### config.mk
export PLATFORM = sky130hd
export DESIGN_NAME = parallel_bandpass_formant_filter
export DESIGN_NICKNAME = d
export VERILOG_FILES = /design/src/rtl/pbf_pkg.sv /design/src/rtl/pbf_ram.sv /design/src/rtl/pbf_dp.sv /design/src/rtl/parallel_bandpass_formant_filter.sv
export SDC_FILE = /design/constraint.sdc
export NUM_CORES = 2
export LEC_CHECK = 0
export BUFFER_PORTS_ARGS = -buffer_cell sky130_fd_sc_hd__buf_4
export CORE_AREA = 8 8 316 318
export CTS_BUF_LIST = sky130_fd_sc_hd__clkbuf_8
export DETAILED_ROUTE_END_ITERATION = 10
export DIE_AREA = 0 0 324 326
export GPL_ROUTABILITY_DRIVEN = 0
export PLACE_DENSITY = 0.83
export SLEW_MARGIN = 20
export SYNTH_ARGS = -nofsm -noshare
export SYNTH_HDL_FRONTEND = slang
export SYNTH_SLANG_ARGS = --single-unit
### constraint.sdc
create_clock -name aclk -period 19.9 [get_ports aclk]
set_clock_uncertainty 0.2 [all_clocks]
set_input_delay 3.98 -clock aclk [delete_from_list [all_inputs] [get_ports aclk]]
set_output_delay 3.98 -clock aclk [all_outputs]
set_load 0.03 [all_outputs]
### src/rtl/pbf_pkg.sv
// ----------------------------------------------------------------------------
// pbf_pkg
// Shared widths, datapath control codes and the control word for the
// parallel bandpass formant filter.
// ----------------------------------------------------------------------------
package pbf_pkg;

    localparam int SAMPLE_W  = 16;
    localparam int COEF_W    = 16;
    localparam int CFG_W     = 64;
    localparam int YH_W      = 20;
    localparam int XD_W      = SAMPLE_W + 1;
    localparam int MUL_A_W   = YH_W;
    localparam int PROD_W    = MUL_A_W + COEF_W;
    localparam int ACC_W     = PROD_W + 2;
    localparam int COEF_FRAC = 14;
    localparam int SCALE_W   = 15;
    localparam int OUT_SHIFT = 29;

    localparam logic signed [SCALE_W-1:0] SCALE_Q15 = 15'sd10813;

    localparam logic [1:0] ACC_HOLD = 2'd0;
    localparam logic [1:0] ACC_LOAD = 2'd1;
    localparam logic [1:0] ACC_SUB  = 2'd2;

    localparam logic [1:0] TOT_HOLD = 2'd0;
    localparam logic [1:0] TOT_CLR  = 2'd1;
    localparam logic [1:0] TOT_ADD  = 2'd2;

    typedef struct packed {
        logic [1:0] acc_op;
        logic       y_load;
        logic [1:0] tot_op;
        logic       scale_load;
    } dp_ctrl_t;

endpackage

### src/rtl/pbf_ram.sv
// ----------------------------------------------------------------------------
// pbf_ram
// Generic single-write, single-read RAM with a registered read port.
// ----------------------------------------------------------------------------
module pbf_ram #(
    parameter int WIDTH = 32,
    parameter int DEPTH = 2
) (
    input  logic                                   aclk,
    input  logic                                   wr_en,
    input  logic [((DEPTH > 1) ? $clog2(DEPTH) : 1)-1:0] wr_addr,
    input  logic [WIDTH-1:0]                       wr_data,
    input  logic                                   rd_en,
    input  logic [((DEPTH > 1) ? $clog2(DEPTH) : 1)-1:0] rd_addr,
    output logic [WIDTH-1:0]                       rd_data
);

    logic [WIDTH-1:0] mem [DEPTH];
    logic [WIDTH-1:0] rd_data_reg;

    always_ff @(posedge aclk) begin
        if (wr_en) begin
            mem[wr_addr] <= wr_data;
        end
        if (rd_en) begin
            rd_data_reg <= mem[rd_addr];
        end
    end

    assign rd_data = rd_data_reg;

endmodule

### src/rtl/pbf_dp.sv
// ----------------------------------------------------------------------------
// pbf_dp
// Shared multiplier with product register, band accumulator, band output
// rounding and saturation, gain sum, output scaling and saturation.
// ----------------------------------------------------------------------------
module pbf_dp
    import pbf_pkg::*;
#(
    parameter int NUM_BANDS = 3
) (
    input  logic                       aclk,
    input  dp_ctrl_t                   ctrl,
    input  logic signed [MUL_A_W-1:0]  mul_a,
    input  logic signed [COEF_W-1:0]   mul_b,
    output logic signed [YH_W-1:0]     y_out,
    output logic signed [SAMPLE_W-1:0] result
);

    localparam int TOT_W = PROD_W + $clog2(NUM_BANDS + 1);
    localparam int SC_W  = TOT_W + SCALE_W;
    localparam int YQ_W  = ACC_W - COEF_FRAC;
    localparam int RQ_W  = SC_W - OUT_SHIFT;

    localparam logic signed [ACC_W-1:0] ACC_HALF = ACC_W'(2 ** (COEF_FRAC - 1));
    localparam logic signed [SC_W-1:0]  SC_HALF  = SC_W'(2 ** (OUT_SHIFT - 1));
    localparam logic signed [YQ_W-1:0]  YQ_MAX   = YQ_W'(2 ** (YH_W - 1) - 1);
    localparam logic signed [YQ_W-1:0]  YQ_MIN   = YQ_W'(-(2 ** (YH_W - 1)));
    localparam logic signed [RQ_W-1:0]  RQ_MAX   = RQ_W'(2 ** (SAMPLE_W - 1) - 1);
    localparam logic signed [RQ_W-1:0]  RQ_MIN   = RQ_W'(-(2 ** (SAMPLE_W - 1)));

    logic signed [PROD_W-1:0] prod_reg;
    logic signed [ACC_W-1:0]  acc_reg;
    logic signed [YH_W-1:0]   y_reg;
    logic signed [TOT_W-1:0]  total_reg;
    logic signed [SC_W-1:0]   scaled_reg;

    logic signed [ACC_W-1:0]  prod_acc;
    logic signed [TOT_W-1:0]  prod_tot;
    logic signed [ACC_W-1:0]  acc_rnd;
    logic signed [YQ_W-1:0]   yq;
    logic signed [YH_W-1:0]   y_sat;
    logic signed [SC_W-1:0]   sc_rnd;
    logic signed [RQ_W-1:0]   rq;

    assign prod_acc = {{(ACC_W - PROD_W){prod_reg[PROD_W-1]}}, prod_reg};
    assign prod_tot = {{(TOT_W - PROD_W){prod_reg[PROD_W-1]}}, prod_reg};

    assign acc_rnd = acc_reg + ACC_HALF;
    assign yq      = acc_rnd[ACC_W-1:COEF_FRAC];

    always_comb begin
        if (yq > YQ_MAX) begin
            y_sat = YQ_MAX[YH_W-1:0];
        end else if (yq < YQ_MIN) begin
            y_sat = YQ_MIN[YH_W-1:0];
        end else begin
            y_sat = yq[YH_W-1:0];
        end
    end

    assign sc_rnd = scaled_reg + SC_HALF;
    assign rq     = sc_rnd[SC_W-1:OUT_SHIFT];

    always_comb begin
        if (rq > RQ_MAX) begin
            result = RQ_MAX[SAMPLE_W-1:0];
        end else if (rq < RQ_MIN) begin
            result = RQ_MIN[SAMPLE_W-1:0];
        end else begin
            result = rq[SAMPLE_W-1:0];
        end
    end

    always_ff @(posedge aclk) begin
        prod_reg <= mul_a * mul_b;

        case (ctrl.acc_op)
            ACC_LOAD: acc_reg <= prod_acc;
            ACC_SUB:  acc_reg <= acc_reg - prod_acc;
            default:  acc_reg <= acc_reg;
        endcase

        if (ctrl.y_load) begin
            y_reg <= y_sat;
        end

        case (ctrl.tot_op)
            TOT_CLR: total_reg <= '0;
            TOT_ADD: total_reg <= total_reg + prod_tot;
            default: total_reg <= total_reg;
        endcase

        if (ctrl.scale_load) begin
            scaled_reg <= total_reg * SCALE_Q15;
        end
    end

    assign y_out = y_reg;

endmodule

### src/rtl/parallel_bandpass_formant_filter.sv
// One word is in process at a time; the single shared multiplier forms four
// products per band in sequence.
// Reset: synchronous, active low; coefficients and all filter history read
// as zero after reset (per-entry valid bits), no clearing pass.
// ----------------------------------------------------------------------------
// parallel_bandpass_formant_filter
// Three-band parallel bandpass biquad bank; history in two RAMs, one shared
// multiply-accumulate sequenced per band, gain sum scaled by 0.33.
// ----------------------------------------------------------------------------
module parallel_bandpass_formant_filter
    import pbf_pkg::*;
#(
    parameter int NUM_BANDS    = 3,
    parameter int NUM_CHANNELS = 2
) (
    input  logic                   aclk,
    input  logic                   aresetn,

    input  logic                   s_tvalid,
    output logic                   s_tready,
    input  logic [15:0]            s_tdata,   // [15:0] sample_in
    input  logic [0:0]             s_tuser,   // [0] channel

    output logic                   m_tvalid,
    input  logic                   m_tready,
    output logic [15:0]            m_tdata,   // [15:0] sample_out
    output logic [0:0]             m_tuser,   // [0] channel_out

    input  logic                   cfg_wr_en,
    input  logic [((NUM_BANDS > 1) ? $clog2(NUM_BANDS) : 1)-1:0] cfg_wr_index,
    input  logic [CFG_W-1:0]       cfg_wr_data
);

    localparam int BAND_W  = (NUM_BANDS > 1) ? $clog2(NUM_BANDS) : 1;
    localparam int CH_W    = (NUM_CHANNELS > 1) ? $clog2(NUM_CHANNELS) : 1;
    localparam int Y_DEPTH = NUM_BANDS * NUM_CHANNELS;
    localparam int Y_AW    = (Y_DEPTH > 1) ? $clog2(Y_DEPTH) : 1;
    localparam int XM_W    = 2 * SAMPLE_W;
    localparam int YM_W    = 2 * YH_W;

    localparam logic [3:0] ST_IDLE = 4'd0;
    localparam logic [3:0] ST_RD   = 4'd1;
    localparam logic [3:0] ST_P0   = 4'd2;
    localparam logic [3:0] ST_P1   = 4'd3;
    localparam logic [3:0] ST_P2   = 4'd4;
    localparam logic [3:0] ST_P3   = 4'd5;
    localparam logic [3:0] ST_P4   = 4'd6;
    localparam logic [3:0] ST_P5   = 4'd7;
    localparam logic [3:0] ST_FIN  = 4'd8;
    localparam logic [3:0] ST_SCL  = 4'd9;
    localparam logic [3:0] ST_OUT  = 4'd10;

    logic [3:0]                 state_reg, state_next;
    logic [BAND_W-1:0]          band_reg;
    logic [BAND_W-1:0]          band_rd;
    logic                       band_first;
    logic                       band_last;
    logic signed [SAMPLE_W-1:0] x_reg, x1_reg, x2_reg;
    logic [CH_W-1:0]            ch_reg;
    logic [CH_W-1:0]            ch_in;
    logic signed [YH_W-1:0]     y1_reg, y2_reg;
    logic [CFG_W-1:0]           coef_reg [NUM_BANDS];
    logic [NUM_CHANNELS-1:0]    xvalid_reg;
    logic [Y_DEPTH-1:0]         yvalid_reg;
    logic                       xrd_valid_reg, yrd_valid_reg;
    logic                       m_tvalid_reg;
    logic [SAMPLE_W-1:0]        m_tdata_reg;
    logic                       m_tuser_reg;

    logic                       x_wr_en, x_rd_en;
    logic [XM_W-1:0]            x_wr_data, x_rd_data;
    logic                       y_wr_en, y_rd_en;
    logic [Y_AW-1:0]            y_wr_addr, y_rd_addr;
    logic [YM_W-1:0]            y_wr_data, y_rd_data;

    logic signed [SAMPLE_W-1:0] x_mem_h1, x_mem_h2, x2_cur;
    logic signed [YH_W-1:0]     y_mem_h1, y_mem_h2;
    logic signed [XD_W-1:0]     xd;
    logic [CFG_W-1:0]           coef_cur;
    logic signed [COEF_W-1:0]   c_b0, c_a1, c_a2, c_gain;
    logic signed [MUL_A_W-1:0]  mul_a;
    logic signed [COEF_W-1:0]   mul_b;
    logic signed [YH_W-1:0]     y_out;
    logic signed [SAMPLE_W-1:0] result;
    dp_ctrl_t                   dp_ctrl;
    logic                       accept;
    logic                       out_load;

    assign accept     = s_tvalid && s_tready;
    assign s_tready   = (state_reg == ST_IDLE);
    assign out_load   = (state_reg == ST_OUT) && (!m_tvalid_reg || m_tready);
    assign band_first = (band_reg == '0);
    assign band_last  = (band_reg == BAND_W'(NUM_BANDS - 1));
    assign ch_in      = (NUM_CHANNELS > 1) ? CH_W'(s_tuser) : '0;

    // Coefficients
    assign coef_cur = coef_reg[band_reg];
    assign c_b0     = coef_cur[15:0];
    assign c_a1     = coef_cur[31:16];
    assign c_a2     = coef_cur[47:32];
    assign c_gain   = coef_cur[63:48];

    always_ff @(posedge aclk) begin
        if (!aresetn) begin
            for (int i = 0; i < NUM_BANDS; i++) begin
                coef_reg[i] <= '0;
            end
        end else if (cfg_wr_en && (int'(cfg_wr_index) < NUM_BANDS)) begin
            coef_reg[cfg_wr_index] <= cfg_wr_data;
        end
    end

    // History memories: input history per channel, output history per band/channel
    assign x_rd_en   = (state_reg == ST_RD);
    assign x_wr_en   = (state_reg == ST_P1) && band_first;
    assign x_wr_data = {x1_reg, x_reg};

    assign band_rd   = (state_reg == ST_P5) ? band_reg + 1'b1 : band_reg;
    assign y_rd_en   = (state_reg == ST_RD) || ((state_reg == ST_P5) && !band_last);
    assign y_rd_addr = Y_AW'(int'(band_rd) * NUM_CHANNELS + int'(ch_reg));
    assign y_wr_en   = (state_reg == ST_P5);
    assign y_wr_addr = Y_AW'(int'(band_reg) * NUM_CHANNELS + int'(ch_reg));
    assign y_wr_data = {y1_reg, y_out};

    pbf_ram #(
        .WIDTH (XM_W),
        .DEPTH (NUM_CHANNELS)
    ) u_xhist (
        .aclk    (aclk),
        .wr_en   (x_wr_en),
        .wr_addr (ch_reg),
        .wr_data (x_wr_data),
        .rd_en   (x_rd_en),
        .rd_addr (ch_reg),
        .rd_data (x_rd_data)
    );

    pbf_ram #(
        .WIDTH (YM_W),
        .DEPTH (Y_DEPTH)
    ) u_yhist (
        .aclk    (aclk),
        .wr_en   (y_wr_en),
        .wr_addr (y_wr_addr),
        .wr_data (y_wr_data),
        .rd_en   (y_rd_en),
        .rd_addr (y_rd_addr),
        .rd_data (y_rd_data)
    );

    assign x_mem_h1 = xrd_valid_reg ? x_rd_data[SAMPLE_W-1:0] : '0;
    assign x_mem_h2 = xrd_valid_reg ? x_rd_data[XM_W-1:SAMPLE_W] : '0;
    assign y_mem_h1 = yrd_valid_reg ? y_rd_data[YH_W-1:0] : '0;
    assign y_mem_h2 = yrd_valid_reg ? y_rd_data[YM_W-1:YH_W] : '0;
    assign x2_cur   = band_first ? x_mem_h2 : x2_reg;
    assign xd       = {x_reg[SAMPLE_W-1], x_reg} - {x2_cur[SAMPLE_W-1], x2_cur};

    always_ff @(posedge aclk) begin
        if (!aresetn) begin
            xvalid_reg    <= '0;
            yvalid_reg    <= '0;
            xrd_valid_reg <= 1'b0;
            yrd_valid_reg <= 1'b0;
        end else begin
            if (x_wr_en) begin
                xvalid_reg[ch_reg] <= 1'b1;
            end
            if (y_wr_en) begin
                yvalid_reg[y_wr_addr] <= 1'b1;
            end
            if (x_rd_en) begin
                xrd_valid_reg <= xvalid_reg[ch_reg];
            end
            if (y_rd_en) begin
                yrd_valid_reg <= yvalid_reg[y_rd_addr];
            end
        end
    end

    // Sequencer
    always_comb begin
        state_next = state_reg;
        case (state_reg)
            ST_IDLE: if (accept) state_next = ST_RD;
            ST_RD:   state_next = ST_P0;
            ST_P0:   state_next = ST_P1;
            ST_P1:   state_next = ST_P2;
            ST_P2:   state_next = ST_P3;
            ST_P3:   state_next = ST_P4;
            ST_P4:   state_next = ST_P5;
            ST_P5:   state_next = band_last ? ST_FIN : ST_P0;
            ST_FIN:  state_next = ST_SCL;
            ST_SCL:  state_next = ST_OUT;
            ST_OUT:  if (out_load) state_next = ST_IDLE;
            default: state_next = ST_IDLE;
        endcase
    end

    always_ff @(posedge aclk) begin
        if (!aresetn) begin
            state_reg <= ST_IDLE;
            band_reg  <= '0;
        end else begin
            state_reg <= state_next;
            if (accept) begin
                band_reg <= '0;
            end else if ((state_reg == ST_P5) && !band_last) begin
                band_reg <= band_rd;
            end
        end
    end

    always_ff @(posedge aclk) begin
        if (accept) begin
            x_reg  <= s_tdata;
            ch_reg <= ch_in;
        end
        if (state_reg == ST_P0) begin
            y1_reg <= y_mem_h1;
            y2_reg <= y_mem_h2;
            if (band_first) begin
                x1_reg <= x_mem_h1;
                x2_reg <= x_mem_h2;
            end
        end
    end

    // Multiplier operands and datapath control
    always_comb begin
        mul_a   = '0;
        mul_b   = '0;
        dp_ctrl = '{acc_op: ACC_HOLD, y_load: 1'b0, tot_op: TOT_HOLD, scale_load: 1'b0};
        case (state_reg)
            ST_P0: begin
                mul_a          = {{(MUL_A_W - XD_W){xd[XD_W-1]}}, xd};
                mul_b          = c_b0;
                dp_ctrl.tot_op = band_first ? TOT_CLR : TOT_ADD;
            end
            ST_P1: begin
                mul_a          = y1_reg;
                mul_b          = c_a1;
                dp_ctrl.acc_op = ACC_LOAD;
            end
            ST_P2: begin
                mul_a          = y2_reg;
                mul_b          = c_a2;
                dp_ctrl.acc_op = ACC_SUB;
            end
            ST_P3: dp_ctrl.acc_op = ACC_SUB;
            ST_P4: dp_ctrl.y_load = 1'b1;
            ST_P5: begin
                mul_a = y_out;
                mul_b = c_gain;
            end
            ST_FIN: dp_ctrl.tot_op = TOT_ADD;
            ST_SCL: dp_ctrl.scale_load = 1'b1;
            default: begin
                mul_a = '0;
                mul_b = '0;
            end
        endcase
    end

    pbf_dp #(
        .NUM_BANDS (NUM_BANDS)
    ) u_dp (
        .aclk   (aclk),
        .ctrl   (dp_ctrl),
        .mul_a  (mul_a),
        .mul_b  (mul_b),
        .y_out  (y_out),
        .result (result)
    );

    // Output register
    always_ff @(posedge aclk) begin
        if (!aresetn) begin
            m_tvalid_reg <= 1'b0;
        end else if (out_load) begin
            m_tvalid_reg <= 1'b1;
        end else if (m_tready) begin
            m_tvalid_reg <= 1'b0;
        end
    end

    always_ff @(posedge aclk) begin
        if (out_load) begin
            m_tdata_reg <= result;
            m_tuser_reg <= ch_reg[0];
        end
    end

    assign m_tvalid   = m_tvalid_reg;
    assign m_tdata    = m_tdata_reg;
    assign m_tuser[0] = m_tuser_reg;

    // Checks
    a_out_from_seq: assert property (@(posedge aclk) disable iff (!aresetn)
        $rose(m_tvalid) |-> $past(state_reg == ST_OUT))
        else $error("result word raised outside output state");

    a_no_same_entry: assert property (@(posedge aclk) disable iff (!aresetn)
        !(y_wr_en && y_rd_en && (y_wr_addr == y_rd_addr)))
        else $error("output history read and write hit the same entry");

    a_band_range: assert property (@(posedge aclk) disable iff (!aresetn)
        int'(band_reg) < NUM_BANDS)
        else $error("band counter out of range");

    a_accept_starts: assert property (@(posedge aclk) disable iff (!aresetn)
        accept |=> (state_reg == ST_RD) && (band_reg == '0))
        else $error("accepted word did not start the band sequence");

endmodule

# ---- After elaboration in Yosys (flattened, before gate mapping)
# Memories as Yosys holds them, arrays and structs flattened. A register that Yosys moved wholly into a read port is not among the register bits.
# Cells that the tools add are included.
dict set report op_classes {
  bitwise_logic 3
  add_sub_neg 8
  n_eq_ne 17
  n_mul 2
  magnitude_cmp 10
  mux 41
  n_reduce_logical 21
}
# operator n
set ops {}
lappend ops {{$pmux W38 S2} 2}
lappend ops {{$pmux W20 S4} 1}
lappend ops {{$mux W64} 1}
lappend ops {{$pmux W16 S4} 1}
lappend ops {{$reduce_or A64 Y1} 1}
lappend ops {{$add A53 B30 Y53 const B} 1}
lappend ops {{$mul A38 B15 Y53 const B} 1}
lappend ops {{$mux W16} 3}
lappend ops {{$pmux W4 S11} 1}
lappend ops {{$add A38 B15 Y38 const B} 1}
lappend ops {{$add A38 B36 Y38} 1}
lappend ops {{$sub A38 B36 Y38} 1}
lappend ops {{$mul A20 B16 Y36} 1}
lappend ops {{$gt A24 B16 Y1 const B} 1}
lappend ops {{$gt A24 B20 Y1 const B} 1}
lappend ops {{$lt A24 B16 Y1 const B} 1}
lappend ops {{$lt A24 B20 Y1 const B} 1}
lappend ops {{$mux W20} 1}
lappend ops {{$mux W1} 18}
lappend ops {{$sub A16 B16 Y17} 1}
lappend ops {{$eq A4 B3 Y1 const B} 4}
lappend ops {{$eq A4 B4 Y1 const B} 3}
lappend ops {{$mux W4} 3}
lappend ops {{$mux W2} 5}
lappend ops {{28 further kinds} 47}
dict set report totals {
  output_inout_bits 19
  register_bits 308
  mem_bits_rw 496
  n_memories 3
  word_cells 125
}
# name depth word_bits rd rd_clocked_by_memory_dff write_ports line
set mem_list {}
lappend mem_list {u_yhist.mem 6 40 1 1 1 pbf_ram.sv:18} ;# logic [WIDTH-1:0] mem [DEPTH];
lappend mem_list {coef_reg 3 64 1 1 3 parallel_bandpass_formant_filter.sv:62} ;# logic [CFG_W-1:0] coef_reg [NUM_BANDS];
lappend mem_list {u_xhist.mem 2 32 1 1 1 pbf_ram.sv:18}

# ---- Longest topological paths before layout
dict set report logic_depth {
  ltp_word 7
  ltp_mapped 43
  mapped_depth_nobuf 41
}

# ---- Hierarchy
# Synthesis repeated with hierarchy kept, for this count alone.
dict set report unflattened {
  hier_cells 5021
  area_unflattened_um2 61675.4
}
# mod cells_per_inst n_inst seq_area_each_um2 area_each_um2
set by_module_without_submodules {}
lappend by_module_without_submodules {pbf_dp 3246 1 4354.2 30803.3}
lappend by_module_without_submodules {parallel_bandpass_formant_filter 1122 1 11250.8 16965.0}
lappend by_module_without_submodules {{pbf_ram at u_yhist} 519 1 8408.1 10467.5}
lappend by_module_without_submodules {{pbf_ram at u_xhist} 134 1 2882.8 3439.5}

# ---- Least setup slack after synthesis
# OpenSTA, ideal clock, no wires.
dict set report synth_timing {
  path_kind {register to register}
  startpoint {reg state_reg[1]}
  endpoint {reg u_dp.prod_reg[34]}
  setup_time_ns 0.116
  path_stages_with_launch 31
  n_path_buf 4
  arrival_time_ns 9.391
  period_less_slack_ns 9.708
  setup_slack_ns 10.192
  t_required_ns 19.584
  cell_sequence {dfxtp_1 clkbuf_1 nand2b_1 or3_1 buf_2 inv_1 clkbuf_1 a22oi_1 nand2_1 buf_2 nand2_1 fa_1 inv_1 fa_1 fa_1 fa_1 fa_1 inv_1 fa_1 inv_1 ha_1 and3_2 and3_2 a22oi_2 nand3_1 a31o_2 a221o_1 nand2_1 a21oi_2 or4b_1 and4_1}
}
dict set report synth_between {
  elab_chain_len 3
}
# element line
set synth_lines {}
lappend synth_lines {{from (decl)} parallel_bandpass_formant_filter.sv:53} ;# logic [3:0] state_reg, state_next;
lappend synth_lines {{from (signal assigned)} parallel_bandpass_formant_filter.sv:204} ;# state_reg <= state_next;
lappend synth_lines {{$eq A4 B3 Y1 / $eq A4 B2 Y1 (equally long branches)} parallel_bandpass_formant_filter.sv:233} ;# case (state_reg)
lappend synth_lines {{$pmux W20 S4 / $pmux W16 S4 (equally long branches)} parallel_bandpass_formant_filter.sv:233}
lappend synth_lines {{$mul A20 B16 Y36 (*)} pbf_dp.sv:75} ;# prod_reg <= mul_a * mul_b;
lappend synth_lines {{to (signal assigned)} pbf_dp.sv:75}
lappend synth_lines {{to (decl)} pbf_dp.sv:31} ;# logic signed [PROD_W-1:0] prod_reg;
# Every way passes the cells marked *; elsewhere a longest branch is shown, timed or not.
# A chain may end at the register's enable or synchronous reset.

# ---- Worst setup path in the final report
dict set report layout_timing {
  startpoint {reg band_reg[0]}
  endpoint {reg u_dp.prod_reg[34]}
}
dict set report layout_between {
  elab_chain_len 5
}
# element line
set layout_lines {}
lappend layout_lines {{from (decl)} parallel_bandpass_formant_filter.sv:54} ;# logic [BAND_W-1:0] band_reg;
lappend layout_lines {{from (signal assigned)} parallel_bandpass_formant_filter.sv:208} ;# band_reg <= band_rd;
lappend layout_lines {{$logic_not A2 Y1} parallel_bandpass_formant_filter.sv:92} ;# assign band_first = (band_reg == '0);
lappend layout_lines {{$mux W16} --}
lappend layout_lines {{net x2_cur[0]} parallel_bandpass_formant_filter.sv:76} ;# logic signed [SAMPLE_W-1:0] x_mem_h1, x_mem_h2, x2_cur;
lappend layout_lines {{$sub A16 B16 Y17} parallel_bandpass_formant_filter.sv:156} ;# assign xd = {x_reg[SAMPLE_W-1], x_reg} - {x2_cur[SAMPLE_W-1], x2_cur};
lappend layout_lines {{$pmux W20 S4} parallel_bandpass_formant_filter.sv:233}
lappend layout_lines {{$mul A20 B16 Y36} pbf_dp.sv:75}
# The timed path passes the listed nets, and every way through them passes these cells.

==> results_dict.tcl <==
set metrics [dict create \
    synth_area_um2 61300 \
    insertion_delay_ns 0.85 \
    yosys.area_share.xor_xnor 0.0263 \
    grt_pass1_wl_um 215000 \
    drv_slew 0 \
    nNetsFinal 6239 \
    r2r-end "u_dp.prod_reg[34]$_DFF_P_" \
    rows 113 \
    rrSetupSlack_ns 9.10 \
    synth_top_family_by_area "adder cells" \
    crit_end "u_dp.prod_reg[34]$_DFF_P_" \
    path_delay_family "adder cells" \
    rsz0062_at_grt "false" \
    cpMaxStageDelayCell "ha_1" \
    antenna_found_initial 9 \
    first_pass_iters 7 \
    cts_sinks 914 \
    tightest_slew_ns 1.20 \
    crit_buf_inv 6 \
    cts_hold_buf 0 \
    yosysMostFrequentCell "inv_1" \
    viasPerCell 5.86 \
    synth_ff_type "edfxtp_1" \
    detail-route-antenna-nets 0 \
    critPathKind "register to register" \
    endpoint_kind "register" \
    setup_slack_ns 9.10 \
    syn_avg_cell_area_um2 12.2 \
    crit_cells 39 \
    fin_area_um2 66700 \
    grt_use_total 0.260 \
    hold_viol 0 \
    outcome "finished, final reports clean" \
    die_h_um 326 \
    cts_resized 0 \
    grt_pass1_vias 40200 \
    path_clk_slew_ns 0.06 \
    yosysWarningCount 0 \
    fp.coreArea_um2 94400 \
    synth_area_leaders "edfxtp_1 42%, fa_1 18%, ha_1 7.5%" \
    slew_headroom 0.202 \
    grt_max_degree 123 \
    drive_gt1_frac 0.112 \
    fillerInstances 6304 \
    cts-htree-levels 4 \
    vdd_drop_max_mv 0.149 \
    syn_to_final_growth_pct 8.93 \
    reg2reg_from "band_reg[0]$_SDFFE_PP0P_" \
    drt_iter0_drc 3706 \
    synthMuxAreaShare 0.0542 \
    crit_arrival_ns 11.31 \
    io_buffers 106 \
    drc 0 \
    synth_top_area_frac 0.421 \
    fmax_mhz 92.6 \
    path_max_fanout 27 \
    synth-seq-cells 914 \
    synthAdderAreaFrac 0.253 \
    leakagePower_nw 28.2 \
    netlist-cell-type-count 90 \
    reg2reg_depth 39 \
    hold_class "register to register" \
    dp_slack_ns 9.20 \
    wl_per_cell_um 20.4 \
    cpMostUsedCell "fa_1" \
    synth_top_area_cell "edfxtp_1" \
    cap_violations 0 \
    cp-start-kind "register" \
    overflow 0 \
    ys_seq_area_frac 0.439 \
    cpPeakStageDelay_ns 0.70 \
    tritoncts "done" \
    cts_setup_buffers 0 \
    total_power_mw 6.74 \
    synthCells 5040 \
    post-route-period-util 0.543 \
    die_area_um2 106000 \
    largest_register_ff_count 256 \
    via_count 38900 \
    cts_buffers 146 \
    routed_wl_um 136000 \
    synth-simple-area-share 0.0948 \
    initial_core_util 0.649 \
    ctsLongestPathBuffers 3 \
    dieWidth_um 324 \
    synth_compound_area_frac 0.0685 \
    pwr_density_cell_nw_per_um2 101 \
    setup_viol 0 \
    hpwl_um 96600 \
    cp-startpoint "band_reg[0]$_SDFFE_PP0P_" \
    cts-root-buf "clkbuf_8" \
    synthArstFlopShare 0 \
    setup_tns_ns 0 \
    layout_min_cycle_time_ns 10.80 \
    cp.required_ns 20.41 \
    synth_edf_count 859 \
    dpl_cell_area_um2 63800 \
    io_pins 107 \
    yosys-top-cells-count "865 x inv_1, 859 x edfxtp_1, 542 x fa_1" \
]
## how the worst min path moves through the flow
stage	cells past startpoint	start	to
final	0	x1_reg[12]$_SDFFCE_PN0P_	u_xhist.mem[0][28]$_DFFE_PP_
after global routing	0	x1_reg[8]$_SDFFCE_PN0P_	u_xhist.mem[1][24]$_DFFE_PP_
after CTS	0	x1_reg[12]$_SDFFCE_PN0P_	u_xhist.mem[0][28]$_DFFE_PP_
after detailed placement	0	x1_reg[7]$_SDFFCE_PN0P_	u_xhist.mem[1][23]$_DFFE_PP_
after global placement	0	x1_reg[10]$_SDFFCE_PN0P_	u_xhist.mem[0][26]$_DFFE_PP_
after floorplan	0	x1_reg[0]$_SDFFCE_PN0P_	u_xhist.mem[0][16]$_DFFE_PP_
## layout by cell type, fill, tap and decap left out, types with 28 or more instances in the layout
| cell type | netlist | final |
|---|---|---|
| inv_1 | 865 | 911 |
| nor2_1 | 296 | 291 |
| mux4_2 | 104 | 104 |
| nand3_1 | 59 | 59 |
| o21ai_0 | 164 | 162 |
| a21o_1 | 70 | 70 |
| xor2_1 | 66 | 66 |
| a21oi_1 | 135 | 134 |
| ha_1 | 366 | 365 |
| and2_1 | 272 | 269 |
| nand2_1 | 273 | 273 |
| clkbuf_8 | 0 | 161 |
| nand4_1 | 30 | 30 |
| nand2b_1 | 59 | 56 |
| fa_1 | 542 | 542 |
| nor3_1 | 37 | 33 |
| o21bai_1 | 28 | 28 |
| mux2i_1 | 57 | 56 |
| mux2_2 | 36 | 36 |
| xnor2_1 | 118 | 117 |
| dfxtp_1 | 55 | 53 |
| conb_1 | 1 | 64 |
| o21a_1 | 41 | 41 |
| edfxtp_1 | 859 | 859 |
| buf_4 | 1 | 155 |
## metrics by stage
step / hold slack (ns) / instances / util
6_report: 0.242 / 6634 / 0.706
5_1_grt: 0.253 / 6630 / 0.706
4_1_cts: 0.242 / 6628 / 0.706
3_5_place_dp: 0.230 / 6360 / 0.675
3_3_place_gp: 0.222 / 6360 / 0.675
2_1_floorplan: 0.221 / 5103 / -
## logic make-up after synthesis
| logic type | Yosys count |
|---|---|
| AND/OR/NAND/NOR | 1164 |
| flip-flops | 914 |
| AO/OA/AOI/OAI | 636 |
| multiplexers | 197 |
| buffers and inverters | 1031 |
| adder cells (fa/ha/maj) | 913 |
| XOR/XNOR | 184 |
| other | 1 |
## worst register-to-register path: cells and delay by family, from the launching register on
kind                     cells  cell delay [ns]
AO/OA/AOI/OAI               12             2.79
XOR/XNOR                     1             0.22
adder cells (fa/ha/maj)     10             4.80
buffers and inverters        6             0.36
flip-flops                   1             0.37
AND/OR/NAND/NOR             10             1.97
## routing by layer
layer | GRT usage | part of all wire | up-vias
met5 | 0 | 0.00018 | -
met4 | 0.0909 | 0.035 | 4
met3 | 0.0634 | 0.088 | 305
met2 | 0.423 | 0.49 | 1733
met1 | 0.343 | 0.38 | 19400
li1 | - | - | 17400
## layout make-up
class                   count  area (µm²)  area share
multi-input cells        3158       30800       0.462
flip-flops and latches    914       26900       0.403
inverters                 867        3260      0.0488
clock buffers             161        2220      0.0332
well taps                1265        1580      0.0237
repair buffers            156        1180      0.0177
clock inverters           107         742      0.0111
diodes                      6        15.0    0.000225
## power breakdown
group	leakage [nW]	switching, mW	internal [mW]	total (mW)
clock network	1.69	0.768	0.849	1.62
logic	18.1	1.59	1.17	2.76
registers	8.48	0.0748	2.29	2.36
total	28.2	2.43	4.31	6.74
No activity file was read; power rests on OpenSTA's default activity.
